<file path="config.mk">
export PLATFORM = sky130hd
export DESIGN_NAME = psd_ctrl
export DESIGN_NICKNAME = d
export VERILOG_FILES = /design/src/sv/psd_pkg.sv /design/src/sv/psd_ctrl.sv
export SDC_FILE = /design/constraint.sdc
export NUM_CORES = 1
export LEC_CHECK = 0
export BUFFER_PORTS_ARGS = -buffer_cell sky130_fd_sc_hd__buf_2
export CORE_AREA = 2 2 45 47
export CTS_BUF_LIST = sky130_fd_sc_hd__clkbuf_2 sky130_fd_sc_hd__clkbuf_4 sky130_fd_sc_hd__clkbuf_8
export CTS_CLUSTER_DIAMETER = 200
export CTS_CLUSTER_SIZE = 28
export DETAILED_ROUTE_END_ITERATION = 8
export DIE_AREA = 0 0 47 49
export GPL_TIMING_DRIVEN = 0
export PLACE_DENSITY = 0.63
export SLEW_MARGIN = 15
export SYNTH_ARGS = -nofsm -noshare
export SYNTH_HDL_FRONTEND = slang
export SYNTH_SLANG_ARGS = --single-unit
</file>
<file path="constraint.sdc">
create_clock -name clock -period 4.5 [get_ports clock]
set_input_delay 0.45 -clock clock [delete_from_list [all_inputs] [get_ports clock]]
set_output_delay 0.45 -clock clock [all_outputs]
set_load 0.01 [all_outputs]
</file>
<file path="src/sv/psd_pkg.sv">
`timescale 1ns / 1ps
// ----------------------------------------------------------------------------
// Pedometer step detector package
// Widths, codes, reset values, controller types and saturation helper.
// ----------------------------------------------------------------------------
package psd_pkg;

   localparam int LOWPASS_TAPS_DEF  = 16;
   localparam int BANDPASS_TAPS_DEF = 32;

   localparam int AXES       = 3;
   localparam int SAMPLE_W   = 16;
   localparam int COEF_W     = 32;
   localparam int VAL_W      = 48;
   localparam int PROD_W     = 96;
   localparam int ACC_W      = 56;
   localparam int SQ_W       = 98;
   localparam int DIV_W      = 59;
   localparam int STEP_W     = 16;
   localparam int IDX_W      = 6;
   localparam int GRAV_W     = 16;
   localparam int BYTE_W     = 8;
   localparam int SHIFT_W    = 5;
   localparam int OP_W       = 2;
   localparam int CSR_IDX_W  = 3;
   localparam int REQ_DATA_W = 88;
   localparam int RSP_DATA_W = 72;

   localparam logic signed [VAL_W-1:0] VAL_MAX = {1'b0, {(VAL_W-1){1'b1}}};
   localparam logic signed [VAL_W-1:0] VAL_MIN = {1'b1, {(VAL_W-1){1'b0}}};

   // Register reset values.
   localparam logic signed [VAL_W-1:0] PEAK_RESET      = 48'sd5500;
   localparam logic signed [VAL_W-1:0] LOW_RESET       = 48'sd0;
   localparam logic [GRAV_W-1:0]       GRAV_LOW_RESET  = 16'd350;
   localparam logic [GRAV_W-1:0]       GRAV_HIGH_RESET = 16'd450;
   localparam logic [BYTE_W-1:0]       WEIGHT_RESET    = 8'd2;
   localparam logic [BYTE_W-1:0]       TOTAL_RESET     = 8'd10;
   localparam logic [SHIFT_W-1:0]      LP_SHIFT_RESET  = 5'd8;
   localparam logic [SHIFT_W-1:0]      BP_SHIFT_RESET  = 5'd8;

   typedef enum logic [OP_W-1:0] {
      OP_SAMPLE  = 2'd0,
      OP_LP_COEF = 2'd1,
      OP_BP_COEF = 2'd2,
      OP_NOP     = 2'd3
   } op_type;

   typedef enum logic [CSR_IDX_W-1:0] {
      CSR_PEAK      = 3'd0,
      CSR_LOW       = 3'd1,
      CSR_GRAV_LOW  = 3'd2,
      CSR_GRAV_HIGH = 3'd3,
      CSR_WEIGHT    = 3'd4,
      CSR_TOTAL     = 3'd5,
      CSR_LP_SHIFT  = 3'd6,
      CSR_BP_SHIFT  = 3'd7
   } csr_idx_type;

   typedef enum logic [1:0] {
      MS_LP  = 2'd0,
      MS_DOT = 2'd1,
      MS_SQ  = 2'd2,
      MS_BP  = 2'd3
   } mul_sel_type;

   typedef enum logic [4:0] {
      S_IDLE, S_DECODE,
      S_LP_ISSUE, S_LP_WAIT, S_GRAV,
      S_DOT_ISSUE, S_DOT_WAIT, S_SQ_ISSUE, S_SQ_WAIT,
      S_BP_PUSH, S_BP_ISSUE, S_BP_WAIT, S_RAW,
      S_EWMA_MUL, S_DIV_START, S_DIV_WAIT, S_DONE
   } state_type;

   typedef struct packed {
      logic        load;
      logic        coef_write;
      logic        sample_push;
      logic        mul_start;
      mul_sel_type mul_sel;
      logic        grav_latch;
      logic        axis_next;
      logic        bp_push;
      logic        raw_latch;
      logic        ewma_mul;
      logic        div_start;
      logic        finish;
   } psd_cmd_type;

   typedef struct packed {
      logic op_sample;
      logic first;
      logic tap_last;
      logic axis_last;
      logic mul_done;
      logic div_done;
   } psd_status_type;

   // Clamp a wide signed value to the 48-bit range.
   function automatic logic signed [VAL_W-1:0] sat_val(input logic signed [PROD_W-1:0] v);
      logic signed [VAL_W-1:0] r;
      if (v > PROD_W'(VAL_MAX)) begin
         r = VAL_MAX;
      end else if (v < PROD_W'(VAL_MIN)) begin
         r = VAL_MIN;
      end else begin
         r = VAL_W'(v);
      end
      return r;
   endfunction

endpackage

</file>
<file path="src/sv/psd_ctrl.sv">
`timescale 1ns / 1ps
// ----------------------------------------------------------------------------
// Pedometer controller
// Sequences one item through the datapath and owns both handshakes.
// ----------------------------------------------------------------------------
module psd_ctrl import psd_pkg::*; (
   input  logic           clock,
   input  logic           reset,
   input  logic           req_tvalid,
   output logic           req_tready,
   output logic           rsp_tvalid,
   input  logic           rsp_tready,
   input  psd_status_type status,
   output psd_cmd_type    cmd
);

   state_type state_ff, state_in;
   logic      rsp_valid_ff, rsp_valid_in;
   logic      out_free;

   always_ff @(posedge clock) begin
      if (reset) begin
         state_ff     <= S_IDLE;
         rsp_valid_ff <= 1'b0;
      end else begin
         state_ff     <= state_in;
         rsp_valid_ff <= rsp_valid_in;
      end
   end

   // Next state and datapath commands.
   always_comb begin
      cmd          = '0;
      state_in     = state_ff;
      out_free     = !rsp_valid_ff || rsp_tready;
      rsp_valid_in = rsp_valid_ff && !rsp_tready;
      req_tready   = (state_ff == S_IDLE);
      unique case (state_ff)
         S_IDLE: begin
            if (req_tvalid) begin
               cmd.load = 1'b1;
               state_in = S_DECODE;
            end
         end
         S_DECODE: begin
            if (status.op_sample) begin
               cmd.sample_push = 1'b1;
               state_in        = S_LP_ISSUE;
            end else begin
               cmd.coef_write = 1'b1;
               state_in       = S_DONE;
            end
         end
         S_LP_ISSUE: begin
            cmd.mul_start = 1'b1;
            cmd.mul_sel   = MS_LP;
            state_in      = S_LP_WAIT;
         end
         S_LP_WAIT: begin
            if (status.mul_done) begin
               state_in = status.tap_last ? S_GRAV : S_LP_ISSUE;
            end
         end
         S_GRAV: begin
            cmd.grav_latch = 1'b1;
            state_in       = S_DOT_ISSUE;
         end
         S_DOT_ISSUE: begin
            cmd.mul_start = 1'b1;
            cmd.mul_sel   = MS_DOT;
            state_in      = S_DOT_WAIT;
         end
         S_DOT_WAIT: begin
            if (status.mul_done) begin
               state_in = S_SQ_ISSUE;
            end
         end
         S_SQ_ISSUE: begin
            cmd.mul_start = 1'b1;
            cmd.mul_sel   = MS_SQ;
            state_in      = S_SQ_WAIT;
         end
         S_SQ_WAIT: begin
            if (status.mul_done) begin
               if (status.axis_last) begin
                  state_in = S_BP_PUSH;
               end else begin
                  cmd.axis_next = 1'b1;
                  state_in      = S_LP_ISSUE;
               end
            end
         end
         S_BP_PUSH: begin
            cmd.bp_push = 1'b1;
            state_in    = S_BP_ISSUE;
         end
         S_BP_ISSUE: begin
            cmd.mul_start = 1'b1;
            cmd.mul_sel   = MS_BP;
            state_in      = S_BP_WAIT;
         end
         S_BP_WAIT: begin
            if (status.mul_done) begin
               state_in = status.tap_last ? S_RAW : S_BP_ISSUE;
            end
         end
         S_RAW: begin
            cmd.raw_latch = 1'b1;
            state_in      = status.first ? S_DONE : S_EWMA_MUL;
         end
         S_EWMA_MUL: begin
            cmd.ewma_mul = 1'b1;
            state_in     = S_DIV_START;
         end
         S_DIV_START: begin
            cmd.div_start = 1'b1;
            state_in      = S_DIV_WAIT;
         end
         S_DIV_WAIT: begin
            if (status.div_done) begin
               state_in = S_DONE;
            end
         end
         S_DONE: begin
            if (out_free) begin
               cmd.finish   = 1'b1;
               rsp_valid_in = 1'b1;
               state_in     = S_IDLE;
            end
         end
         default: begin
            state_in = S_IDLE;
         end
      endcase
   end

   assign rsp_tvalid = rsp_valid_ff;

endmodule

</file>
==> flow_summary.ini, run 1 <==
[placed_design]
io_buffer_count = 23
gp_congestion = 0.877
dp_hpwl_um = 1490
place_ws_ns = 2.59

[power]
internal_power_uw = 245
p_leak_nw = 0.384
power_density_nw_per_um2 = 553
p_total_uw = 474
pwr-share-comb_pct = 70.5
power_frac_clock_pct = 9.8
netSwitchingFraction_pct = 48.2
sequentialPowerShare_pct = 19.7
ir_worst_vdd_v = 0.000199
p_sw_uw = 228

[critical_path]
critPathSlowestCell = dfxtp_1
critPathBufInv = 3
worstSetupStartpointType = flip-flop
path_max_fanout = 10
arrival_ns = 1.74
cp_cell_sequence = buf_2 > clkbuf_1 > nor2_1 > nand2_1 > nor2_1 > buf_2
crit_required_ns = 4.05
path_class = reg -> out
cp_top_family = buffers and inverters
end_kind = output port
slowest_delay_ns = 0.40

[route]
post_drt_wl_per_cell_um = 12.6
routed_via_density = 5.27
drt_iter0_drc = 29
num_vias = 785
drt_wl_total_um = 1880
drcViolationCount = 0
firstDrtPassIters = 4
ant_nets = 0

[logic_synthesis]
synth-edff-count = 0
syn_area_um2 = 684
synth_nets = 106
avgSynthCellArea_um2 = 7.13
synthCells = 96
yosysSeqAreaShare_pct = 17.6
synth_ff_type = dfxtp_1
synth_cell_types = 43
synth-seq-cells = 6
synth_async_sr_flop_share_pct = 0
yosysWarnings = 0

[floorplanning]
start_util_pct = 37.2
die_h_um = 49
die_area_um2 = 2300
chipWidth_um = 47
core_um2 = 1840
row_count = 16
num_io_pins = 25

[clock_network]
clk_latency_ns = 0.23
cts_buffer_depth = 2
h-tree-depth = 1
cts_root_buf = clkbuf_4
path_clk_slew_ns = 0.04
cts_resized = 0
cts_setup_buffers = 0
hold_buffers = 0
cts_buffers = 3
cts_tree = built
cts_num_sinks = 6

[layout]
drive_gt1_share_pct = 31.1
fin_nets = 134
insertedDiodeCount = 0
layout_commonest_cell = buf_2
synthToLayoutAreaGrowth_pct = 25.0
final_cell_mix = buf_2, nor2_1, a21oi_1

[timing]
rsz0062_at_grt = no
period_share_pct = 48.7
final.setup.tns_ns = 0
max_slew_margin_pct = 67.8
tightest_slew_ns = 0.482
max_freq_mhz = 457
final-hold-violation-count = 0
slew_viol_final = 0
finalWorstSetupSlack_ns = 2.31
setup_viol = 0
finClkSkew_ns = 0.000196
period_minus_slack_ns = 2.19

[global_routing]
grt_pass1_vias = 691
grt_pass1_wl_um = 2920
antenna_found_initial = 0
overflow = 0
grt_max_degree = 11
grt_use_total_pct = 17.0

[flow_run]
maxCapViolations = 0

[hold_path]
holdCritPathClass = reg -> reg

[run_status]
status = finished clean
cells in the mapped netlist, drive strengths merged, types with 2 or more instances:
master | number | area [um2]
nand2 | 4 | 15.0
or2 | 3 | 18.8
nor2 | 10 | 37.5
or3 | 4 | 25.0
and3 | 3 | 18.8
nor3 | 4 | 20.0
and2 | 3 | 18.8
nor4 | 3 | 25.0
nor3b | 3 | 27.5
inv | 3 | 11.3
nand2b | 8 | 57.6
buf | 7 | 42.5
nor2b | 5 | 31.3
dfxtp | 6 | 120
a21oi | 9 | 48.8
a31oi | 2 | 12.5
nand3b | 2 | 15.0
power groups by stage:
stage,Combinational [mW],Sequential (mW),Clock (mW)
5_1_grt,0.368,0.0959,0.0513
2_1_floorplan,0.251,0.0839,0
6_report,0.334,0.0934,0.0464
3_3_place_gp,0.333,0.0932,0
4_1_cts,0.333,0.0924,0.0504
3_5_place_dp,0.332,0.0936,0
layout make-up:
type                    instances  area (um2)
fillers                       205         986
flip-flops and latches          6         120
inverters                       3        11.3
plain buffers                   8        46.3
well taps                      27        33.8
repair buffers                 23         115
multi-input cells              79         507
clock buffers                   3        22.5
worst paths after layout:
check / cells past startpoint / to / slack, ns / startpoint
hold / removal: 2 / rsp_tvalid / 0.55 / rsp_tvalid
setup / recovery: 6 / cmd[5] / 2.31 / state_ff[0]
hold reg to reg: 2 / rsp_tvalid / 0.55 / rsp_tvalid
setup reg to reg: 6 / state_ff[0] / 2.65 / state_ff[1]
sequential cells by signal, indices dropped and copies added (netlist names):
signal      count
state_ff        5
rsp_tvalid      1
routing by layer:
metal  vias up  wire length, um  global-route usage, %
li1        398                -                      -
met1       361              825                   21.8
met2        24              961                   26.9
met3         2               82                   1.48
met4         0               14                   8.80
met5         -                0                      0
worst register-to-register path, cell delays in order, from the launching register on:
cell and delay [ns]:
dfxtp_1 0.50, buf_4 0.23, nand2_1 0.10, a222oi_1 0.42, a211oi_2 0.23, mux2i_1 0.19
nor2_1 0.06
metrics by stage:
| stage | instance area, um2 | util, % | hold slack (ns) | std cells |
|---|---|---|---|---|
| 2_1_floorplan | 684 | - | 0.550 | 96 |
| 3_3_place_gp | 833 | 45.2 | 0.532 | 146 |
| 3_5_place_dp | 833 | 45.2 | 0.545 | 146 |
| 4_1_cts | 856 | 46.5 | 0.548 | 149 |
| 5_1_grt | 856 | 46.5 | 0.593 | 149 |
| 6_report | 856 | 46.5 | 0.553 | 149 |
logic make-up after synthesis:
kind of cell | synth area share [%]
multiplexers | 1.46
AO/OA/AOI/OAI | 22.3
buffers and inverters | 8.41
flip-flops | 17.6
AND/OR/NAND/NOR | 50.3
(Power assumes the default switching activity.)
==> run 2: changes to the inputs <==
--- a/config.mk
+++ b/config.mk
@@ -13,7 +13,7 @@
 export DETAILED_ROUTE_END_ITERATION = 8
 export DIE_AREA = 0 0 47 49
 export GPL_TIMING_DRIVEN = 0
-export PLACE_DENSITY = 0.63
+export PLACE_DENSITY = 0.65
 export SLEW_MARGIN = 15
 export SYNTH_ARGS = -nofsm -noshare
 export SYNTH_HDL_FRONTEND = slang
==> constraint.sdc (replaced) <==
create_clock -name clock -period 1.82 [get_ports clock]
set_input_delay 0.182 -clock clock [delete_from_list [all_inputs] [get_ports clock]]
set_output_delay 0.182 -clock clock [all_outputs]
set_load 0.01 [all_outputs]
==> flow_summary.ini, run 2 (synthesis results as in run 1) <==
[layout]
fillers = 196
synthToLayoutAreaGrowth_pct = 36.7
insertedDiodeCount = 0
multi_input_area_um2 = 529
largest-register = state_ff
fin_nets = 139
final_cell_mix = buf_2, nor2_1, buf_4, a21oi_1, nand2b_1
fin_area_um2 = 936
layout_commonest_cell = buf_2
area.sequential_um2 = 129
drive_gt1_share_pct = 39.4
largest_reg_flops = 5

[route]
wl_met2_um = 1070
num_vias = 838
wl_met1_um = 870
post_drt_wl_per_cell_um = 13.6
drt_iter0_drc = 27
wl_met3_um = 100
drt_wl_total_um = 2090
firstDrtPassIters = 4
top_layer_used = met4
drcViolationCount = 0
ant_nets = 0
routed_via_density = 5.44

[critical_path]
end_kind = output port
cp_top_family = simple AND/OR/NAND/NOR gates
critPathSlowestCell = or3_4
cp_cell_sequence = or3_4 > or3_1 > nor2b_1 > buf_2
slowest_delay_ns = 0.42
crit_required_ns = 1.64
worstSetupStartpointType = flip-flop
arrival_ns = 1.59
path_class = reg -> out
path_max_fanout = 9
critPathBufInv = 1

[timing]
setup_viol = 0
period_share_pct = 97.5
slew_viol_final = 0
rsz0062_at_grt = no
final-hold-violation-count = 0
period_minus_slack_ns = 1.77
tightest_slew_ns = 0.393
max_slew_margin_pct = 73.6
final.setup.tns_ns = 0
max_freq_mhz = 564
finClkSkew_ns = 0.00551

[hold_path]
holdCritPathClass = in -> reg

[global_routing]
grt_pass1_vias = 716
antenna_found_initial = 0
grt_pass1_wl_um = 3010
grt_max_degree = 11
grt_use_total_pct = 17.6
overflow = 0

[clock_network]
cts_buffer_depth = 2
cts_buffers = 3
path_clk_slew_ns = 0.04
h-tree-depth = 1
clk_latency_ns = 0.24
cts_tree = built
cts_num_sinks = 6
cts_root_buf = clkbuf_4

[floorplanning]
core_um2 = 1840
die_h_um = 49
die_area_um2 = 2300
row_count = 16
chipWidth_um = 47
start_util_pct = 37.2
num_io_pins = 25

[power]
power_density_nw_per_um2 = 1470
ir_worst_vdd_v = 0.000634
p_leak_nw = 0.421

[run_status]
status = finished clean

[placed_design]
dpl_cell_area_um2 = 833
dp_hpwl_um = 1510
gp_congestion = 0.875
io_buffer_count = 23

[flow_run]
maxCapViolations = 0
## run 2: changes by cell type in the layout (fill, tap and decap cells not counted), moves of 2 or more
| cell | previous run | this run |
|---|---|---|
| buf_4 | 1 | 8 |
| buf_2 | 27 | 24 |
| dfxtp_1 | 6 | 3 |
| clkbuf_4 | 3 | 5 |
| dfxtp_4 | 0 | 2 |
## run 2: per-layer routing
metal	track usage, %	vias to the layer above
met1	21.9	397
met3	2.22	7
li1	-	406
met2	28.5	28
met4	8.33	0
met5	0	-
## run 2: final timing paths
kind / from / end / slack, ns / cells after the start
max: state_ff[1] / cmd[0] / 0.05 / 4
max reg2reg: state_ff[1] / state_ff[0] / 0.15 / 7
min: rsp_tready / rsp_tvalid / 0.29 / 3
min reg2reg: rsp_tvalid / rsp_tvalid / 0.55 / 2
## run 2: what timing repair did
action | CTS | global route
hold buffers | 0 | 0
gates resized for setup | 3 | 13
pin swaps | 0 | 2
setup buffers | 0 | 6
setup endpoints to repair | 5 | 11
## run 2: power by group
part           leakage [nW]  switching [mW]  internal [mW]
sequential           0.0509          0.0627          0.182
combinational         0.356           0.523          0.487
clock                0.0138          0.0440         0.0743
## run 2: final cells by class
type / count / share of cell area [%]
multi-input combinational: 79 / 56.6
sequential: 6 / 13.8
tap: 27 / 3.61
buffer: 7 / 5.35
timing repair buffer: 29 / 17.1
clock buffer: 3 / 2.41
inverter: 3 / 1.20
## run 2: worst min-delay path, delay by kind of cell
kind | cells | cell delay (ns)
AND/OR/NAND/NOR | 1 | 0.14
buffers and inverters | 1 | 0.07
AO/OA/AOI/OAI | 1 | 0.08
## run 2: per-stage QoR
stage                     power [mW]  hold slack (ns)  worst slack, ns  cells  util (%)
after CTS                       1.20            0.283          0.00370    149      46.9
after global routing            1.47            0.312         0.000573    154      50.8
final                           1.37            0.289           0.0463    154      50.8
after global placement          1.05            0.529           0.0374    146      45.2
after floorplan                0.829            0.418            0.253     96         -
after detailed placement        1.05            0.535           0.0469    146      45.2
